`config.mk`:
```
export PLATFORM = sky130hd
export DESIGN_NAME = electron_best_track_select
export DESIGN_NICKNAME = d
export VERILOG_FILES = /design/src/hdl/ebts_pkg.sv /design/src/hdl/electron_best_track_select.sv /design/src/hdl/ebts_ctrl.sv /design/src/hdl/ebts_dp.sv
export SDC_FILE = /design/constraint.sdc
export NUM_CORES = 1
export LEC_CHECK = 0
export ABC_AREA = 0
export BUFFER_PORTS_ARGS = -buffer_cell sky130_fd_sc_hd__buf_2
export CELL_PAD_IN_SITES_DETAIL_PLACEMENT = 1
export CELL_PAD_IN_SITES_GLOBAL_PLACEMENT = 1
export CORE_MARGIN = 1.5
export CORE_UTILIZATION = 52
export DETAILED_ROUTE_END_ITERATION = 8
export HOLD_SLACK_MARGIN = 0.02
export PLACE_DENSITY_LB_ADDON = 0.12
export SLEW_MARGIN = 25
export SYNTH_ARGS = -nofsm -noshare
export SYNTH_HDL_FRONTEND = slang
export SYNTH_SLANG_ARGS = --single-unit
```
`constraint.sdc`:
```
create_clock -name i_clk -period 25.3 [get_ports i_clk]
set_input_delay 5.06 -clock i_clk [delete_from_list [all_inputs] [get_ports i_clk]]
set_output_delay 5.06 -clock i_clk [all_outputs]
set_load 0.005 [all_outputs]
```
`src/hdl/ebts_pkg.sv`:
```
`default_nettype none
package ebts_pkg;

    localparam int NumCfg = 8;
    localparam int CfgIdxW = 3;
    localparam int CfgW = 16;

    // register indexes
    localparam logic [CfgIdxW-1:0] CfgPtMinB   = 3'd0;
    localparam logic [CfgIdxW-1:0] CfgPtMinE   = 3'd1;
    localparam logic [CfgIdxW-1:0] CfgChi2MaxB = 3'd2;
    localparam logic [CfgIdxW-1:0] CfgChi2MaxE = 3'd3;
    localparam logic [CfgIdxW-1:0] CfgRelMaxB  = 3'd4;
    localparam logic [CfgIdxW-1:0] CfgRelMaxE  = 3'd5;
    localparam logic [CfgIdxW-1:0] CfgDphiMaxB = 3'd6;
    localparam logic [CfgIdxW-1:0] CfgDphiMaxE = 3'd7;

    localparam logic [12:0] BarrelEtaLimit = 13'd1514;
    localparam logic [15:0] EnergyFloor    = 16'd16;
    localparam logic [6:0]  WeightRel      = 7'd65;
    localparam logic [6:0]  WeightChi2     = 7'd104;
    localparam logic [23:0] ScoreMax       = 24'hFFFFFF;
    localparam int DivSteps = 28;
    localparam int InW  = 142;
    localparam int OutW = 104;

    // stored track fields (raw input bits)
    typedef struct packed {
        logic [15:0] d0;
        logic [15:0] dz;
        logic [15:0] pt;
        logic [12:0] eta;
        logic [15:0] phi;
        logic [15:0] chi2;
        logic [1:0]  charge;
    } t_track;

    typedef enum logic [1:0] {
        ST_IDLE,
        ST_DIV,
        ST_UPDATE,
        ST_OUT
    } t_state;

    // controller -> datapath
    typedef struct packed {
        logic load;      // capture word, start judging
        logic div_step;  // one quotient bit
        logic update;    // fold track into electron state
        logic sentinel;  // load sentinel result
        logic clear;     // reset electron state
    } t_cmd;

    // datapath -> controller
    typedef struct packed {
        logic no_tracks;
        logic last;
        logic div_done;
    } t_status;

endpackage
`default_nettype wire

```
`src/hdl/electron_best_track_select.sv`:
```
`default_nettype none
// Picks the best track of one electron. Each track arrives as one word; the
// result word appears after the word flagged last (or after a no-tracks word).
// A track word not flagged last passes through these steps before the next
// word is accepted: capture, the one-bit-a-cycle relative energy divider,
// a state that sees the divider finish, and an update of the best-track state.
// A last word then also passes its result to the output register, and a
// no-tracks word skips the divider and the update and goes to that output step;
// either waits longer while an earlier result is still held. The output register
// lets the next word in while a result waits.
module electron_best_track_select (
    input  wire logic         i_clk,
    input  wire logic         i_rst_n,
    input  wire logic         s_axis_tvalid,
    output logic              s_axis_tready,
    // tdata: electron_pt, electron_eta, electron_phi, track_pt, track_phi,
    // track_chi2, track_d0, track_dz, track_eta, track_charge
    input  wire logic [143:0] s_axis_tdata,
    input  wire logic         s_axis_tlast,   // last_track
    input  wire logic         s_axis_tuser,   // no_tracks
    output logic              m_axis_tvalid,
    input  wire logic         m_axis_tready,
    // tdata: best_d0, best_dz, best_pt, best_eta, best_phi, best_chi2,
    // best_charge, passed_cuts
    output logic [103:0]      m_axis_tdata,
    input  wire logic         i_cfg_we,
    input  wire logic [2:0]   i_cfg_idx,
    input  wire logic [15:0]  i_cfg_data
);
    ebts_pkg::t_cmd    w_cmd;
    ebts_pkg::t_status w_status;
    logic w_out_free, w_fire;
    logic [ebts_pkg::InW-1:0] w_word;

    assign w_fire = s_axis_tvalid && s_axis_tready;
    assign w_word = {s_axis_tuser, s_axis_tlast, s_axis_tdata[139:0]};

    ebts_ctrl u_ctrl (
        .i_clk(i_clk), .i_rst_n(i_rst_n), .i_in_fire(w_fire),
        .i_out_free(w_out_free), .i_status(w_status), .o_cmd(w_cmd),
        .o_in_ready(s_axis_tready)
    );

    ebts_dp u_dp (
        .i_clk(i_clk), .i_rst_n(i_rst_n), .i_cmd(w_cmd), .i_word(w_word),
        .i_cfg_we(i_cfg_we), .i_cfg_idx(i_cfg_idx), .i_cfg_data(i_cfg_data),
        .i_out_ready(m_axis_tready), .o_status(w_status),
        .o_out_free(w_out_free), .o_out_valid(m_axis_tvalid),
        .o_out_word(m_axis_tdata)
    );
endmodule
`default_nettype wire

```
`src/hdl/ebts_ctrl.sv`:
```
`default_nettype none
module ebts_ctrl (
    input  wire logic             i_clk,
    input  wire logic             i_rst_n,
    input  wire logic             i_in_fire,
    input  wire logic             i_out_free,
    input  wire ebts_pkg::t_status i_status,
    output ebts_pkg::t_cmd        o_cmd,
    output logic                  o_in_ready
);
    ebts_pkg::t_state r_state, n_state;

    always_ff @(posedge i_clk) begin
        if (!i_rst_n) begin
            r_state <= ebts_pkg::ST_IDLE;
        end else begin
            r_state <= n_state;
        end
    end

    // next state
    always_comb begin
        n_state = r_state;
        case (r_state)
            ebts_pkg::ST_IDLE: begin
                if (i_in_fire) n_state = ebts_pkg::ST_DIV;
            end
            ebts_pkg::ST_DIV: begin
                if (i_status.no_tracks) n_state = ebts_pkg::ST_OUT;
                else if (i_status.div_done) n_state = ebts_pkg::ST_UPDATE;
            end
            ebts_pkg::ST_UPDATE: begin
                n_state = i_status.last ? ebts_pkg::ST_OUT : ebts_pkg::ST_IDLE;
            end
            ebts_pkg::ST_OUT: begin
                if (i_out_free) n_state = ebts_pkg::ST_IDLE;
            end
            default: n_state = ebts_pkg::ST_IDLE;
        endcase
    end

    // outputs
    always_comb begin
        o_cmd = '0;
        o_in_ready = 1'b0;
        case (r_state)
            ebts_pkg::ST_IDLE: begin
                o_in_ready = 1'b1;
                o_cmd.load = i_in_fire;
            end
            ebts_pkg::ST_DIV: begin
                o_cmd.div_step = !i_status.no_tracks && !i_status.div_done;
            end
            ebts_pkg::ST_UPDATE: begin
                o_cmd.update = 1'b1;
            end
            ebts_pkg::ST_OUT: begin
                // result goes to the output register once it is free
                if (i_out_free) begin
                    o_cmd.sentinel = i_status.no_tracks;
                    o_cmd.clear = 1'b1;
                end
            end
            default: ;
        endcase
    end
endmodule
`default_nettype wire

```
`src/hdl/ebts_dp.sv`:
```
`default_nettype none
module ebts_dp (
    input  wire logic              i_clk,
    input  wire logic              i_rst_n,
    input  wire ebts_pkg::t_cmd    i_cmd,
    input  wire logic [ebts_pkg::InW-1:0] i_word,
    input  wire logic              i_cfg_we,
    input  wire logic [ebts_pkg::CfgIdxW-1:0] i_cfg_idx,
    input  wire logic [ebts_pkg::CfgW-1:0]    i_cfg_data,
    input  wire logic              i_out_ready,
    output ebts_pkg::t_status      o_status,
    output logic                   o_out_free,
    output logic                   o_out_valid,
    output logic [ebts_pkg::OutW-1:0] o_out_word
);
    logic [ebts_pkg::CfgW-1:0] r_cfg [ebts_pkg::NumCfg];

    always_ff @(posedge i_clk) begin
        if (!i_rst_n) begin
            for (int k = 0; k < ebts_pkg::NumCfg; k++) r_cfg[k] <= '0;
        end else if (i_cfg_we) begin
            r_cfg[i_cfg_idx] <= i_cfg_data;
        end
    end

    // unpack input word
    logic [15:0] w_ept, w_ephi;
    logic [12:0] w_eeta;
    ebts_pkg::t_track w_trk;
    always_comb begin
        w_ept = i_word[15:0];
        w_eeta = i_word[28:16];
        w_ephi = i_word[44:29];
        w_trk.pt = i_word[60:45];
        w_trk.phi = i_word[76:61];
        w_trk.chi2 = i_word[92:77];
        w_trk.d0 = i_word[108:93];
        w_trk.dz = i_word[124:109];
        w_trk.eta = i_word[137:125];
        w_trk.charge = i_word[139:138];
    end

    // stage: derived per-track values
    logic [12:0] w_aeta;
    logic        w_reg;
    logic [15:0] w_e, w_diff, w_d;
    logic [15:0] w_draw;
    always_comb begin
        w_aeta = w_eeta[12] ? 13'(-w_eeta) : w_eeta;
        w_reg = (w_eeta == 13'h1000) || (w_aeta > ebts_pkg::BarrelEtaLimit);
        w_e = (w_ept > ebts_pkg::EnergyFloor) ? w_ept : ebts_pkg::EnergyFloor;
        w_diff = (w_e > w_trk.pt) ? w_e - w_trk.pt : w_trk.pt - w_e;
        w_draw = w_trk.phi - w_ephi;
        w_d = w_draw[15] ? 16'(-w_draw) : w_draw;
    end

    ebts_pkg::t_track r_trk;
    logic        r_reg, r_last, r_nt;
    logic [15:0] r_e;
    logic [16:0] r_dmag;
    logic [27:0] r_num;      // diff*4096, shifted out msb first
    logic [16:0] r_rem;
    logic [27:0] r_quo;
    logic [4:0]  r_cnt;

    // dphi magnitude 0..32768 needs 17-bit form only at 32768
    logic [16:0] w_dmag;
    always_comb w_dmag = (w_draw == 16'h8000) ? 17'h08000 : {1'b0, w_d};

    // restoring divider, bits 16 and above of the quotient only mark saturation
    logic [16:0] w_rem_sh, w_rem_sub;
    always_comb begin
        w_rem_sh = {r_rem[15:0], r_num[27]};
        w_rem_sub = w_rem_sh - {1'b0, r_e};
    end

    always_ff @(posedge i_clk) begin
        if (i_cmd.load) begin
            r_trk <= w_trk;
            r_reg <= w_reg;
            r_last <= i_word[140];
            r_nt <= i_word[141];
            r_e <= w_e;
            r_dmag <= w_dmag;
            r_num <= {w_diff, 12'd0};
            r_rem <= '0;
            r_quo <= '0;
            r_cnt <= '0;
        end else if (i_cmd.div_step) begin
            r_num <= {r_num[26:0], 1'b0};
            r_cnt <= r_cnt + 5'd1;
            if (!w_rem_sub[16]) begin
                r_rem <= w_rem_sub;
                r_quo <= {r_quo[26:0], 1'b1};
            end else begin
                r_rem <= w_rem_sh;
                r_quo <= {r_quo[26:0], 1'b0};
            end
        end
    end

    // 28 quotient bits, produced one per cycle
    always_comb begin
        o_status.no_tracks = r_nt;
        o_status.last = r_last;
        o_status.div_done = (r_cnt == 5'(ebts_pkg::DivSteps));
    end

    // cuts and score
    logic        w_pass;
    logic [15:0] w_rel;
    logic [24:0] w_score;
    logic [23:0] w_sc;
    logic [15:0] w_ptmin, w_chimax, w_relmax, w_dmax;
    always_comb begin
        w_ptmin = r_cfg[r_reg ? ebts_pkg::CfgPtMinE : ebts_pkg::CfgPtMinB];
        w_chimax = r_cfg[r_reg ? ebts_pkg::CfgChi2MaxE : ebts_pkg::CfgChi2MaxB];
        w_relmax = r_cfg[r_reg ? ebts_pkg::CfgRelMaxE : ebts_pkg::CfgRelMaxB];
        w_dmax = r_cfg[r_reg ? ebts_pkg::CfgDphiMaxE : ebts_pkg::CfgDphiMaxB];
        // diff*4096 <= relmax*e: quotient below relmax, or equal with no remainder
        w_pass = (r_trk.pt >= w_ptmin) && (r_trk.chi2 <= w_chimax)
              && ((r_quo < {12'd0, w_relmax})
                  || ((r_quo == {12'd0, w_relmax}) && (r_rem == 17'd0)))
              && (r_dmag <= {1'b0, w_dmax});
        w_rel = (r_quo > 28'd65535) ? 16'hFFFF : r_quo[15:0];
        w_score = 25'({r_dmag, 8'd0}) + 25'(w_rel * ebts_pkg::WeightRel)
                + 25'(r_trk.chi2 * ebts_pkg::WeightChi2);
        w_sc = (w_score > {1'b0, ebts_pkg::ScoreMax}) ? ebts_pkg::ScoreMax
                                                     : w_score[23:0];
    end

    // electron state
    logic [23:0]      r_best_score;
    ebts_pkg::t_track r_best, r_first;
    logic             r_any, r_at_first;
    always_ff @(posedge i_clk) begin
        if (!i_rst_n || i_cmd.clear) begin
            r_best_score <= ebts_pkg::ScoreMax;
            r_best <= '0;
            r_first <= '0;
            r_any <= 1'b0;
            r_at_first <= 1'b1;
        end else if (i_cmd.update) begin
            if (w_pass && (!r_any || w_sc < r_best_score)) begin
                r_best_score <= w_sc;
                r_best <= r_trk;
                r_any <= 1'b1;
            end
            if (r_at_first) begin
                r_first <= r_trk;
                r_at_first <= 1'b0;
            end
        end
    end

    // output register
    ebts_pkg::t_track w_sel;
    always_comb begin
        w_sel = r_any ? r_best : r_first;
    end

    logic r_ov;
    logic [ebts_pkg::OutW-1:0] r_ow;
    always_ff @(posedge i_clk) begin
        if (!i_rst_n) begin
            r_ov <= 1'b0;
        end else if (i_cmd.clear) begin
            r_ov <= 1'b1;
        end else if (i_out_ready) begin
            r_ov <= 1'b0;
        end
    end
    always_ff @(posedge i_clk) begin
        if (i_cmd.clear) begin
            if (i_cmd.sentinel) begin
                r_ow <= {4'd0, 1'b0, 2'd0, 17'h10000, 17'h10000,
                         14'd4096, 17'h1FFFF, 16'd32767, 16'd32767};
            end else begin
                r_ow <= {4'd0, r_any, w_sel.charge, {1'b0, w_sel.chi2},
                         {1'b0, w_sel.phi}, {w_sel.eta[12], w_sel.eta},
                         {1'b0, w_sel.pt}, w_sel.dz, w_sel.d0};
            end
        end
    end
    assign o_out_valid = r_ov;
    assign o_out_word = r_ow;
    assign o_out_free = !r_ov || i_out_ready;
endmodule
`default_nettype wire

```
==> results of run 1 <==
-- cells in the mapped netlist, types with 70 or more instances --
master    number
clkbuf_1     109
ha_1         257
o21ai_0       94
nand3_1       70
a21oi_1      191
nand2_1      419
dfxtp_1      269
nor2_1       228
and2_1       142
inv_1        274
edfxtp_1     372
mux2i_1      277
-- routing by layer --
metal  share of wire  GRT usage
met2            0.50     0.5114
met1            0.42     0.3533
met4           0.039     0.1176
met5         0.00015          0
met3           0.042    0.04029
-- layout make-up --
class	instances	area (um^2)
inverters	277	1045
repair buffers	294	1563
clock buffers	90	1877
diodes	7	17.52
clock inverters	39	400.4
well taps	855	1070
multi-input cells	2196	15490
flip-flops and latches	641	16560
fillers	7035	26210
-- placed cells by master, fill, tap and decap left out, types with 6 or more instances in the layout --
cell,instances
nand2_1,417
nand3b_1,6
nand4_1,22
fa_1,43
buf_2,267
xnor2_1,44
a211o_1,8
a21boi_0,6
clkinv_2,10
a21oi_1,190
o21a_1,23
xor2_1,33
diode_2,7
nand3_1,70
a31oi_1,17
nor4_1,14
nor2b_1,24
a32oi_1,6
a21o_1,34
edfxtp_1,372
or2_2,14
nor3_1,36
and2_1,142
o21ai_1,14
a211oi_1,18
buf_4,25
and3_1,18
clkbuf_16,70
inv_1,274
clkbuf_1,15
ha_1,257
o211ai_1,13
mux2i_1,277
o31ai_1,7
o21ai_0,88
or3_1,14
clkinv_1,16
nand2b_1,23
dfxtp_1,268
nor2_1,225
-- power by group through the flow --
| stage | sequential, uW | combinational (uW) | clock [uW] |
|---|---|---|---|
| after global placement | 1240 | 965 | 0 |
| after floorplan | 1220 | 737 | 0 |
| after global routing | 1230 | 1160 | 1060 |
| final | 1220 | 1030 | 1010 |
| after CTS | 1220 | 1030 | 1030 |
| after detailed placement | 1240 | 1010 | 0 |
-- stage by stage --
stage               utilization  power (uW)
finish                   0.5920        3257
global route             0.5919        3453
CTS                      0.5911        3276
detailed placement       0.5557        2256
global placement         0.5557        2202
floorplan                     -        1960
-- worst min-delay path: cells and delay by family, from the launching register on --
kind | cells | cell delay, ns
flip-flops | 1 | 0.31
AND/OR/NAND/NOR | 2 | 0.09
-- path summary, 6_finish.rpt --
kind	slack, ns	cells after the start	startpoint	endpoint
worst max-delay path	13.82	38	u_dp.r_trk[4]$_DFFE_PP_	u_dp.r_best[1]$_SDFFE_PP0P_
worst min-delay path	0.45	2	u_dp.r_at_first$_SDFFE_PP1N_	u_dp.r_at_first$_SDFFE_PP1N_
worst max register to register	13.82	38	u_dp.r_trk[4]$_DFFE_PP_	u_dp.r_best[1]$_SDFFE_PP0P_
worst min register to register	0.45	2	u_dp.r_at_first$_SDFFE_PP1N_	u_dp.r_at_first$_SDFFE_PP1N_
-- logic make-up (layout without fill, tap and decap cells) --
group	Yosys count	count (layout)
compound gates	480	480
buf+inv	430	700
simple gates	1054	1054
xor+xnor	77	77
flops	641	641
fa+ha+maj	300	300
mux	281	281
other cells	1	11
==> flow_metrics.tcl, run 1 <==
set metrics [dict create \
    timing.fmax_mhz 87.12 \
    cp.required_ns 25.77 \
    skew_ns 0.03039 \
    synth_top_flop_cell "edfxtp_1" \
    die_w_um 257.5 \
    syn_to_final_growth_pct 12.94 \
    cp.arrival_ns 11.94 \
    holdWs_ns 0.4543 \
    synth_top_family_by_area "simple AND/OR/NAND/NOR gates" \
    ys_ff_latch 641 \
    cts-htree-levels 3 \
    setup_viol_count_final 0 \
    layout.cells.non_filler 4399 \
    cts_tree "built" \
    path_buf_inv 6 \
    yosysUniqueCellTypes 77 \
    grt_max_degree 90 \
    synth_mux_area_frac 0.08369 \
    p_int_uw 2151 \
    clk_latency_ns 0.63 \
    place_inst 4262 \
    postRouteAntennaNets 0 \
    p_per_area_nw_per_um2 85.65 \
    path_clk_slew_ns 0.06 \
    cts-resized-gates 0 \
    ys_seq_area_frac 0.4917 \
    final.setup.tns_ns 0 \
    grt_pass1_vias 27290 \
    p_sw_frac 0.3396 \
    initial_core_util 0.5242 \
    drive_above_1_share 0.1210 \
    synthArstFlopShare 0 \
    worst-slew-pin-transition_ns 1.032 \
    start_kind "flop" \
    worst_slack_ns 13.82 \
    synthSimpleGateAreaFrac 0.1453 \
    crit_family "compound AO/OA/AOI/OAI gates" \
    postCtsSetupBuffers 0 \
    post_drt_wl_per_cell_um 21.83 \
    synth_xor_area_frac 0.02003 \
    portBuffers 267 \
    io_pins 276 \
    synth_edf_count 372 \
    grt_util_all_layers 0.2890 \
    synth_area_leaders "edfxtp_1 (33%), dfxtp_1 (16%), ha_1 (9.6%)" \
    crit_path_max_fanout 53 \
    synth-compound-area-share 0.08797 \
    finalMaxSlewViolations 0 \
    gr-total-overflow 0 \
    sequentialPowerShare 0.375 \
    num_rows 93 \
    die_area_um2 66280 \
    cts-root-buf "clkbuf_16" \
    period_needed_ns 11.48 \
    max_slew_margin 0.3118 \
    switchingPower_uw 1106 \
    place_hpwl_um 67330 \
    avgViaCountPerCell 5.694 \
    end_kind "flop" \
    p_leak_uw 0.01708 \
    cts_max_path_buffers 3 \
    cts.sinks 641 \
    route.detailed.drc 0 \
    netlist_area_um2 33670 \
    ir_worst_vdd_mv 0.04989 \
    post-place-ws_ns 13.71 \
    drv_cap 0 \
    postSynthAreaPerCell_um2 10.31 \
    synth_cells 3264 \
    hp-class "reg2reg" \
    largest_reg_flops 128 \
    core_area_um2 64230 \
    period_share 0.4537 \
    die_h_um 257.5 \
    drt-total-wl_um 96010 \
    clkPwrFrac 0.310 \
    synth_warnings 0 \
    yosys.area_share.adder 0.1211 \
    hold_violations 0 \
    rsz0062_at_grt "false" \
    cp_common_cell "ha_1" \
    power_frac_comb 0.315 \
    grt_pass1_wl_um 149800 \
    netlist.area_leader.share 0.3318 \
    design_area_um2 38020 \
    top_register "u_dp.r_cfg" \
    max_stage_delay_ns 0.74 \
    synth_area_leader_cell "edfxtp_1" \
    status "complete, no violations" \
    path_class "reg2reg" \
    place_area_um2 35690 \
    drtIter0Drc 1333 \
    numCtsBuffers 70 \
    drtPass1Iterations 5 \
    final_nets 3950 \
    gp_congestion 0.8824 \
    via_count 25050 \
    cts_hold_buf 0 \
    crit_slowest_cell "buf_4" \
    antenna_found_initial 7 \
]
Note: power is estimated with default switching activity, not from simulation.
==> run 2: changes to the inputs <==
CORE_UTILIZATION = 48   (was 52)
clock period = 11.15 ns   (was 25.3 ns; I/O delays follow)
==> run 2 against run 1 <==
  * Die area up 8.2%
  * Sequential cell count is the same
  * First-iteration DRC count shrank 4.8%
  * Setup slack got worse by 13 ns
  * Critical endpoint is now u_dp.r_best[42]$_SDFFE_PP0P_
  * Largest cell class unchanged
==> flow_metrics.tcl, run 2 (synthesis gave the netlist of run 1 again) <==
set metrics [dict create \
    cts_tree "built" \
    grt_util_all_layers 0.2650 \
    route.detailed.drc 0 \
    start_kind "flop" \
    cts_hold_buf 0 \
    worstReg2RegStart "u_dp.r_trk[3]$_DFFE_PP_" \
    grt_max_degree 101 \
    cp_common_cell "ha_1" \
    avgViaCountPerCell 5.530 \
    end_kind "flop" \
    period_share 0.9291 \
    final_common_cell "nand2_1" \
    via_count 24790 \
    portBuffers 267 \
    p_leak_uw 0.01717 \
    core_area_um2 69070 \
    grt_pass1_wl_um 146900 \
    largest_reg_flops 128 \
    top_register "u_dp.r_cfg" \
    cts_max_path_buffers 3 \
    layout.cells.non_filler 4482 \
    num_rows 96 \
    die_w_um 267.8 \
    finalMaxSlewViolations 0 \
    max_slew_margin 0.3087 \
    worst-slew-pin-transition_ns 1.037 \
    crit_slowest_cell "o41ai_1" \
    postRouteAntennaNets 0 \
    numCtsBuffers 72 \
    io_pins 276 \
    max_stage_delay_ns 0.64 \
    clk_latency_ns 0.63 \
    rsz0062_at_grt "false" \
    postCtsSetupBuffers 0 \
    setup_viol_count_final 0 \
    drt-total-wl_um 95140 \
    place_hpwl_um 68020 \
    die_area_um2 71740 \
    grt_pass1_vias 26740 \
    gr-total-overflow 0 \
    final_cell_mix "nand2_1 (417), edfxtp_1 (372), mux2i_1 (277)" \
    hp-class "reg2reg" \
    power_uw 7416 \
    r2r-end "u_dp.r_best[42]$_SDFFE_PP0P_" \
    drive_above_1_share 0.1247 \
    path_class "reg2reg" \
    place_inst 4342 \
    syn_to_final_growth_pct 13.71 \
    skew_ns 0.01940 \
    r2r_slack_ns 0.79 \
    cp.arrival_ns 10.83 \
    die_h_um 267.8 \
    cts-resized-gates 0 \
    final_nets 3956 \
    hold_violations 0 \
    ir_worst_vdd_mv 0.1263 \
    cts.sinks 641 \
    cts-root-buf "clkbuf_16" \
    cp.required_ns 11.62 \
    p_per_area_nw_per_um2 193.7 \
    antenna_found_initial 6 \
    holdPathEnd "u_dp.r_first[7]$_SDFFE_PP0P_" \
    drtPass1Iterations 5 \
    gp_congestion 0.8597 \
    period_needed_ns 10.36 \
    final.setup.tns_ns 0 \
    drv_cap 0 \
    initial_core_util 0.4875 \
    crit_path_max_fanout 53 \
    cts-htree-levels 3 \
    timing.fmax_mhz 96.53 \
    path_clk_slew_ns 0.06 \
    reg2regPathDepth 38 \
    status "complete, no violations" \
    drtIter0Drc 1269 \
    min_path_cells 2 \
    hold_start "u_dp.r_first[7]$_SDFFE_PP0P_" \
    post_drt_wl_per_cell_um 21.23 \
]
## run 2: worst max-delay path, delay by kind of cell, from the launching register on
| family | cells | cell delay (ns) |
|---|---|---|
| adders and majority gates | 9 | 3.29 |
| muxes | 1 | 0.29 |
| AOI/OAI and AO/OA | 12 | 3.03 |
| DFF | 1 | 0.60 |
| and+or+nand+nor | 9 | 1.96 |
| buffers and inverters | 6 | 0.82 |
| xor gates and xnor gates | 1 | 0.14 |
## run 2: power breakdown
part	internal [uW]	switching [uW]
Clock	1350	1010
Combinational	907	1390
Sequential	2670	101
## run 2: how the worst max path moves through the flow
stage,startpoint,end,slack (ns),cells past startpoint
floorplan,u_dp.r_trk[3]$_DFFE_PP_,u_dp.r_best_score[12]$_SDFFE_PP1P_,2.08,40
global placement,u_dp.r_trk[3]$_DFFE_PP_,u_dp.r_best[26]$_SDFFE_PP0P_,1.01,38
detailed placement,u_dp.r_trk[3]$_DFFE_PP_,u_dp.r_best[8]$_SDFFE_PP0P_,0.88,38
CTS,u_dp.r_trk[3]$_DFFE_PP_,u_dp.r_best[42]$_SDFFE_PP0P_,0.80,38
global route,u_dp.r_trk[3]$_DFFE_PP_,u_dp.r_best[8]$_SDFFE_PP0P_,0.20,38
finish,u_dp.r_trk[3]$_DFFE_PP_,u_dp.r_best[42]$_SDFFE_PP0P_,0.79,38
## run 2: per-layer routing
layer / track usage / routed length (um) / up-vias
met3: 0.03949 / 3902 / 185
li1: - / - / 11750
met1: 0.3295 / 40350 / 12330
met4: 0.1006 / 3393 / 2
met5: 0 / 7 / -
met2: 0.4641 / 47480 / 519
## run 2: stage by stage
stage               hold WS, ns  area [um^2]  utilization  setup WS [ns]
floorplan                0.4225        33680            -          2.078
global placement         0.4318        35860       0.5192          1.009
detailed placement       0.4363        35880       0.5195         0.8831
CTS                      0.4557        38230       0.5536         0.8028
global route             0.4770        38280       0.5542         0.1959
finish                   0.4530        38280       0.5543         0.7906
## run 2: area by class of cell
cell class                 instances  area (um^2)
antenna                            6        15.01
clock buffer                     104         2052
timing repair buffer             298         1639
tap                              931         1165
multi-input combinational       2196        15500
clock inverter                    29        302.8
inverter                         277         1045
fill                            7525        30780
sequential                       641        16560
==> run 3: changes to the inputs <==
CORE_UTILIZATION = 43   (was 48)
clock period = 8.9 ns   (was 11.15 ns; I/O delays follow)
==> run 3 against run 2 <==
  * The run now ends with negative setup slack left
  * Sequential cell count is the same
  * Clock skew grew 0.014 ns
  * Power rose by 36%
  * Utilization fell by 3.7 points
  * Global-route usage is 2.1 points lower
  * Sequential share of layout area is 1.9 points lower
  * Clock power is 31% higher
  * Setup slack got worse by 0.81 ns
  * First-iteration DRC count is 15% lower
  * Combinational power grew 55%
  * Register-to-register slack worse by 0.81 ns
  * Design area is 4.6% higher
  * Largest power group is now combinational cells
  * Highest routed layer unchanged
==> flow_metrics.tcl, run 3 (synthesis gave the netlist of run 1 again) <==
set metrics [dict create \
    clkPwrFrac 0.306 \
    final_common_cell "nand2_1" \
    hold_start "u_dp.r_at_first$_SDFFE_PP1N_" \
    gp_congestion 0.9180 \
    drt-total-wl_um 98220 \
    status "complete, but fails checks" \
    cts-htree-levels 3 \
    skew_ns 0.03310 \
    largest_reg_flops 128 \
    antenna_found_initial 3 \
    grt_pass1_vias 26930 \
    avgViaCountPerCell 5.351 \
    switchingPower_uw 3372 \
    cts_tree "built" \
    period_needed_ns 8.918 \
    crit_family "adder cells" \
    holdPathEnd "u_dp.r_at_first$_SDFFE_PP1N_" \
    portBuffers 267 \
    drive_above_1_share 0.1690 \
    syn_to_final_growth_pct 18.96 \
    post_drt_wl_per_cell_um 20.89 \
    core_area_um2 77470 \
    final_cell_mix "nand2_1 (416), edfxtp_1 (372), inv_1 (270), mux2i_1 (270), dfxtp_1 (268)" \
    worstReg2RegStart "u_dp.r_trk[3]$_DFFE_PP_" \
    via_count 25160 \
    die_area_um2 79980 \
    path_clk_slew_ns 0.06 \
    die_h_um 282.8 \
    timing.fmax_mhz 112.1 \
    drtPass1Iterations 5 \
    worst-slew-pin-transition_ns 0.9994 \
    min_path_cells 2 \
    power_uw 10110 \
    path_class "reg2reg" \
    num_rows 102 \
    period_share 1.002 \
    cts-root-buf "clkbuf_16" \
    met1_usage 0.3077 \
    io_pins 276 \
    ir_worst_vdd_mv 0.1474 \
    end_kind "flop" \
    gr-total-overflow 0 \
    drv_cap 0 \
    r2r_slack_ns -0.02 \
    setup_viol_count_final 5 \
    grt_max_degree 192 \
    p_per_area_nw_per_um2 252.3 \
    met3_usage 0.02808 \
    drtIter0Drc 1073 \
    power_frac_comb 0.352 \
    crit_path_max_fanout 7 \
    worst_slack_ns -0.01848 \
    p_int_uw 6735 \
    start_kind "flop" \
    cp.arrival_ns 9.38 \
    finalMaxSlewViolations 0 \
    place_hpwl_um 69780 \
    violations "negative setup slack" \
    p_sw_frac 0.3336 \
    utilization 0.5170 \
    postRouteAntennaNets 0 \
    route.detailed.drc 0 \
    grt_use_met2 0.4367 \
    numCtsBuffers 72 \
    path_buf_inv 10 \
    hp-class "reg2reg" \
    p_leak_uw 0.01789 \
    clk_latency_ns 0.64 \
    max_slew_margin 0.3337 \
    cts_max_path_buffers 3 \
    initial_core_util 0.4346 \
    top_register "u_dp.r_cfg" \
    cts.sinks 641 \
    hold_violations 0 \
    final_nets 4070 \
    sequentialPowerShare 0.342 \
    grt_pass1_wl_um 150100 \
    cp.required_ns 9.36 \
    rsz0062_at_grt "true" \
    grt-busiest-layer "met2" \
    die_w_um 282.8 \
    grt_util_all_layers 0.2441 \
    post-place-ws_ns -0.5938 \
    max_stage_delay_ns 0.56 \
    r2r-end "u_dp.r_best[31]$_SDFFE_PP0P_" \
    crit_slowest_cell "fa_1" \
    reg2regPathDepth 42 \
]
-- run 3: cell types whose count changed in the layout (fill, tap and decap cells not counted), moves of 7 or more --
cell	delta
ha_1	-12
a21oi_2	+11
buf_6	+8
a21oi_1	-11
clkbuf_8	-7
mux2i_2	+7
ha_4	+11
buf_12	+12
mux2i_1	-7
buf_4	+87
-- run 3: final cells by class --
class / instances / area, um^2
clock inverter: 36 / 469.2
antenna: 4 / 10.01
fill: 8595 / 37420
timing repair buffer: 412 / 2785
multi-input combinational: 2196 / 15870
sequential: 641 / 16560
inverter: 277 / 1046
clock buffer: 95 / 2012
tap: 1040 / 1301
-- run 3: power groups by stage --
stage | Combinational, uW | Clock [uW] | Sequential, uW
after floorplan | 2100 | 0 | 3480
after global placement | 3140 | 0 | 3510
after detailed placement | 3260 | 0 | 3520
after CTS | 3450 | 3150 | 3460
after global routing | 3980 | 3260 | 3480
final | 3560 | 3090 | 3460
-- run 3: worst register-to-register path, delay by kind of cell, from the launching register on --
| family | cells | cell delay [ns] |
|---|---|---|
| AOI/OAI and AO/OA | 13 | 2.33 |
| xor gates and xnor gates | 1 | 0.13 |
| DFF | 1 | 0.39 |
| buffers and inverters | 10 | 1.10 |
| and+or+nand+nor | 8 | 1.69 |
| adders and majority gates | 9 | 2.87 |
| muxes | 1 | 0.22 |
-- run 3: metrics by stage --
stage	hold slack, ns	instance area (um^2)	setup TNS [ns]	instances
3_5_place_dp	0.4466	36680	-56.60	4529
3_3_place_gp	0.4341	36660	-47.05	4528
4_1_cts	0.4504	39690	0	4686
5_1_grt	0.4752	40050	-41.96	4699
2_1_floorplan	0.4225	33690	0	3267
6_report	0.4476	40050	-0.03640	4701
-- run 3: how the worst max path moves through the flow --
stage / startpoint / end / depth (start not counted)
6_report: u_dp.r_trk[3]$_DFFE_PP_ / u_dp.r_best[31]$_SDFFE_PP0P_ / 42
5_1_grt: u_dp.r_trk[3]$_DFFE_PP_ / u_dp.r_best[31]$_SDFFE_PP0P_ / 42
4_1_cts: u_dp.r_trk[4]$_DFFE_PP_ / u_dp.r_best[31]$_SDFFE_PP0P_ / 42
3_5_place_dp: u_dp.r_trk[3]$_DFFE_PP_ / u_dp.r_best[1]$_SDFFE_PP0P_ / 39
3_3_place_gp: u_dp.r_trk[3]$_DFFE_PP_ / u_dp.r_best[39]$_SDFFE_PP0P_ / 39
2_1_floorplan: u_dp.r_trk[3]$_DFFE_PP_ / u_dp.r_best_score[12]$_SDFFE_PP1P_ / 40
-- run 3: timing repair --
item / in CTS / in global routing
setup buffers: 21 / 11
setup endpoints to repair: 119 / 119
gates resized for setup: 46 / 49
hold buffers: 0 / 0
gates cloned: 5 / 2
pin swaps: 38 / 12
-- run 3: layer usage --
metal,wire [um],vias up,part of all wire
met2,49360,428,0.50
li1,-,11970,-
met4,2691,2,0.027
met3,3181,146,0.032
met1,42970,12610,0.44
met5,13,-,0.00013
